$ cat config.mk
export PLATFORM = sky130hd
export DESIGN_NAME = hat_ram
export DESIGN_NICKNAME = d
export VERILOG_FILES = /design/src/rtl/hat_ram.sv
export SDC_FILE = /design/constraint.sdc
export NUM_CORES = 2
export LEC_CHECK = 0
export ABC_CLOCK_PERIOD_IN_PS = 5050
export BUFFER_PORTS_ARGS = -buffer_cell sky130_fd_sc_hd__buf_2
export CORE_MARGIN = 5
export CORE_UTILIZATION = 25
export CTS_CLUSTER_DIAMETER = 50
export DETAILED_ROUTE_END_ITERATION = 6
export PLACE_DENSITY = 0.47
export SETUP_SLACK_MARGIN = 0.05
export SLEW_MARGIN = 30
export SYNTH_ARGS = -nofsm -noshare
export SYNTH_HDL_FRONTEND = slang
export SYNTH_MEMORY_MAX_BITS = 65536
export SYNTH_SLANG_ARGS = --single-unit
$ cat constraint.sdc
create_clock -name aclk -period 5.05 [get_ports aclk]
set_input_delay 0.505 -clock aclk [delete_from_list [all_inputs] [get_ports aclk]]
set_output_delay 0.505 -clock aclk [all_outputs]
set_load 0.01 [all_outputs]
$ cat src/rtl/hat_ram.sv
`timescale 1ns / 1ps

module hat_ram #(
    parameter int WIDTH = 33,
    parameter int DEPTH = 128
) (
    input  logic                     aclk,
    input  logic                     we,
    input  logic [$clog2(DEPTH)-1:0] waddr,
    input  logic [WIDTH-1:0]         wdata,
    input  logic [$clog2(DEPTH)-1:0] raddr,
    output logic [WIDTH-1:0]         rdata
);

    logic [WIDTH-1:0] mem [DEPTH];

    // One write port and one registered read port.
    always_ff @(posedge aclk) begin
        if (we) begin
            mem[waddr] <= wdata;
        end
        rdata <= mem[raddr];
    end

endmodule

# == After elaboration in Yosys (flattened, before gate mapping) ==
# Memories as Yosys holds them, arrays and structs flattened. A register that Yosys moved wholly into a read port is not among the register bits.
# Cells that the tools add are included.
# word_totals
input_bits,49
out_inout_bits,33
memories,1
wordCells,3
ff_bits,0
ram_bits,4224
# memory_table
memory,depth,width,rd,rd_ports_with_merged_regs,write_ports,line,text
mem,128,33,1,1,1,15,logic [WIDTH-1:0] mem [DEPTH];
# classes
n_mux,2
# ops
operator,n
$mux 1,2

# == Longest topological paths before layout ==
# logic_depth
ltp_word,2
ltp_mapped,8
mapped_depth_nobuf,4

# == Worst setup path after synthesis ==
# No wires, ideal clock.
# synth_path
kind,in2reg
from,input port we
to,memory mem[98][0] (enable)
cell_stages,3
slack_ps,1236
path_buffers,1
t_arrival_ps,3350
path_cell_list,clkbuf_1 -> nand4_1 -> nor3_1
# synth_between
elab_chain_len,2
# synth_rtl
item,line,text
"start, declared",8,"input logic we,"
$mux 1,19,if (we) begin
$mux 1 (not written as such),20,mem[waddr] <= wdata;
"end, declared",15,
# No other way between the ends.

==> run metrics <==
Pleak 56.74 nW; WS Path Type in2reg; TritonCTS clock tree built; Routed Wire Length 495100 µm; startpoint types primary input; drt pass-1 iters 5; Mapped Nets 6220; pin count of the biggest net entering global routing 114; CTS Buffer Depth 4; ratio of final minimum period to clock period 63.49%; worst-path fanout max 47; initial antenna violation count 81; power per cell area 396.7 nW/µm²; Peak VDD IR 0.2751 mV; Final Critical Period 3206 ps; die area 660700 µm²; CTS resizes 0; slack of the worst reg-to-reg path 2340 ps; worst setup path startpoint raddr[0]; worst hold path class in2reg; status complete, no violations; max cap viols 0; vias 73710; total track usage 14.62%; reg2reg start mem[44][19]$_DFFE_PP_; core footprint 641900 µm²; I/O pin count 82; # H-tree levels 5; Rows 294; DP Cell Count 14850; CTS Buf Count 436; Layout Utilization 29.64%; grt ovf 0; # DRC 0; Syn Std Cell Area 161100 µm²; dpl hpwl 285000 µm; first-pass GRT wire length 669400 µm; Least-Margin Pin Slew 1063 ps; sink count of the clock tree 4257; Placer Congestion 0.7649; post-CTS setup repair buffer count 0; Layout Cells excl Fill 15750; clk_lat worst skew 990 ps; Yosys warning total 0; Max Clock Freq 311.9 MHz; unique cell type count in the Yosys netlist 16; Worst EP arrival 4080 ps; Root Buffer clkbuf_16; final-report setup violation count 0; Hold Crit Start wdata[7]; Area Overhead vs Synth 18.08%; Die Y 812.8 µm; layout cells sized above 1 37.02%; Die X 812.8 µm; sequential area share after synthesis 79.13%; Worst EP required 5920 ps; initial drt markers 8668; Slew Limit Fails 0; Clock Skews 56.55 ps; Slew headroom 29.10%; initial core utilization 25.10%; Via density 4.680; antenna-violating nets left 0; nets 6764; Worst setup EP type flop; Clock transition at path regs 60 ps; Post-Syn Instances 6171; RSZ-0062 raised after global routing false; number of port buffers 81; syn_area_per_cell 26.11 µm²; Yosys reg bits 4257; number of global-route vias before repair 75170; Post-Route Setup TNS 0 ps; Final Hold Vio Count 0; detailed-route wire length per cell 31.44 µm
[worst paths after layout]
| check | cells after the start | endpoint |
|---|---|---|
| worst min register to register | 4 | rdata[14]$_DFF_P_ |
| worst max-delay path | 8 | rdata[19]$_DFF_P_ |
| worst min-delay path | 1 | mem[48][7]$_DFFE_PP_ |
| worst max register to register | 4 | rdata[19]$_DFF_P_ |
[registers in the layout, indices dropped and copies added (netlist names)]
signal and count:
mem 4224, rdata 33
[through the flow]
stage	total power, W	hold WS [ps]	setup WS [ps]	cell area [µm²]
after floorplan	0.04171	603.9	1236	161100
after global placement	0.04406	843.3	787.2	175600
after detailed placement	0.04412	871.1	791.4	175700
after CTS	0.07631	0.4449	1892	189900
after global routing	0.07785	42.13	1808	190100
final	0.07549	72.27	1844	190300
[area by class of cell]
class	instances	area, µm²
diodes	86	215.2
clock buffers	512	11300
clock inverters	291	2930
fillers	61250	451600
multi-input cells	1589	33250
flip-flops and latches	4257	127500
well taps	8584	10740
repair buffers	431	4325
[critical path, stage by stage]
cell	delay, ps
buf_12	450
buf_12	290
buf_12	310
buf_4	270
mux4_2	530
mux4_2	500
mux4_2	660
mux2_2	330
[power breakdown]
part           internal [W]  switching [W]
registers            0.0390       0.000213
clock network        0.0182         0.0140
logic               0.00149        0.00254
[cell usage after synthesis]
cell,n,area (µm²)
edfxtp_1,4224,126800
buf_1,46,172.7
dfxtp_1,33,660.6
or3_1,1,6.260
nor2_1,122,457.9
mux2_2,33,371.6
nand2b_1,2,12.51
nor3_1,9,45.04
nor2b_1,7,43.79
buf_2,94,470.5
mux4_2,1386,31210
buf_6,1,11.26
nand3_1,12,60.06
nand2_1,14,52.55
clkbuf_1,184,690.7
nand4_1,3,18.77
[kinds of logic after synthesis]
group	synth area share, %
DFF	79.13
muxes	19.60
and+or+nand+nor	0.4325
buffers and inverters	0.8348
[metal layers]
metal	GRT usage [%]	wire (µm)	share of wire (%)
met1	20.14	210200	42
met2	24.26	240600	49
met3	2.619	33560	6.8
met4	3.106	10670	2.2
met5	0	163	0.033
[repair_timing]
| action | 4_1_cts | 5_1_grt |
|---|---|---|
| setup endpoints to repair | 0 | 0 |
| hold endpoints to repair | 86 | 34 |
| hold buffers | 5 | 3 |
[placed cells by master, fill, tap and decap left out, types with 2 or more instances in the layout]
cell	count
dfxtp_1	33
buf_16	3
mux2_2	33
inv_16	5
clkinvlp_4	30
nand4_1	3
buf_6	5
clkbuf_8	2
clkinv_8	5
nand2_1	11
clkbuf_16	440
bufinv_16	41
edfxtp_1	4224
nand2_2	3
inv_6	23
diode_2	86
nor3_2	9
dlygate4sd3_1	8
nand3_1	7
buf_12	85
nand2b_1	2
clkinv_2	68
buf_2	41
inv_8	4
nor2_4	119
buf_4	285
nor2b_1	7
nor2_1	3
clkbuf_1	70
clkinv_1	90
nand3_2	5
clkinv_16	7
clkinv_4	18
buf_8	4
mux4_2	1386
Note: power is estimated with default switching activity, not from simulation.
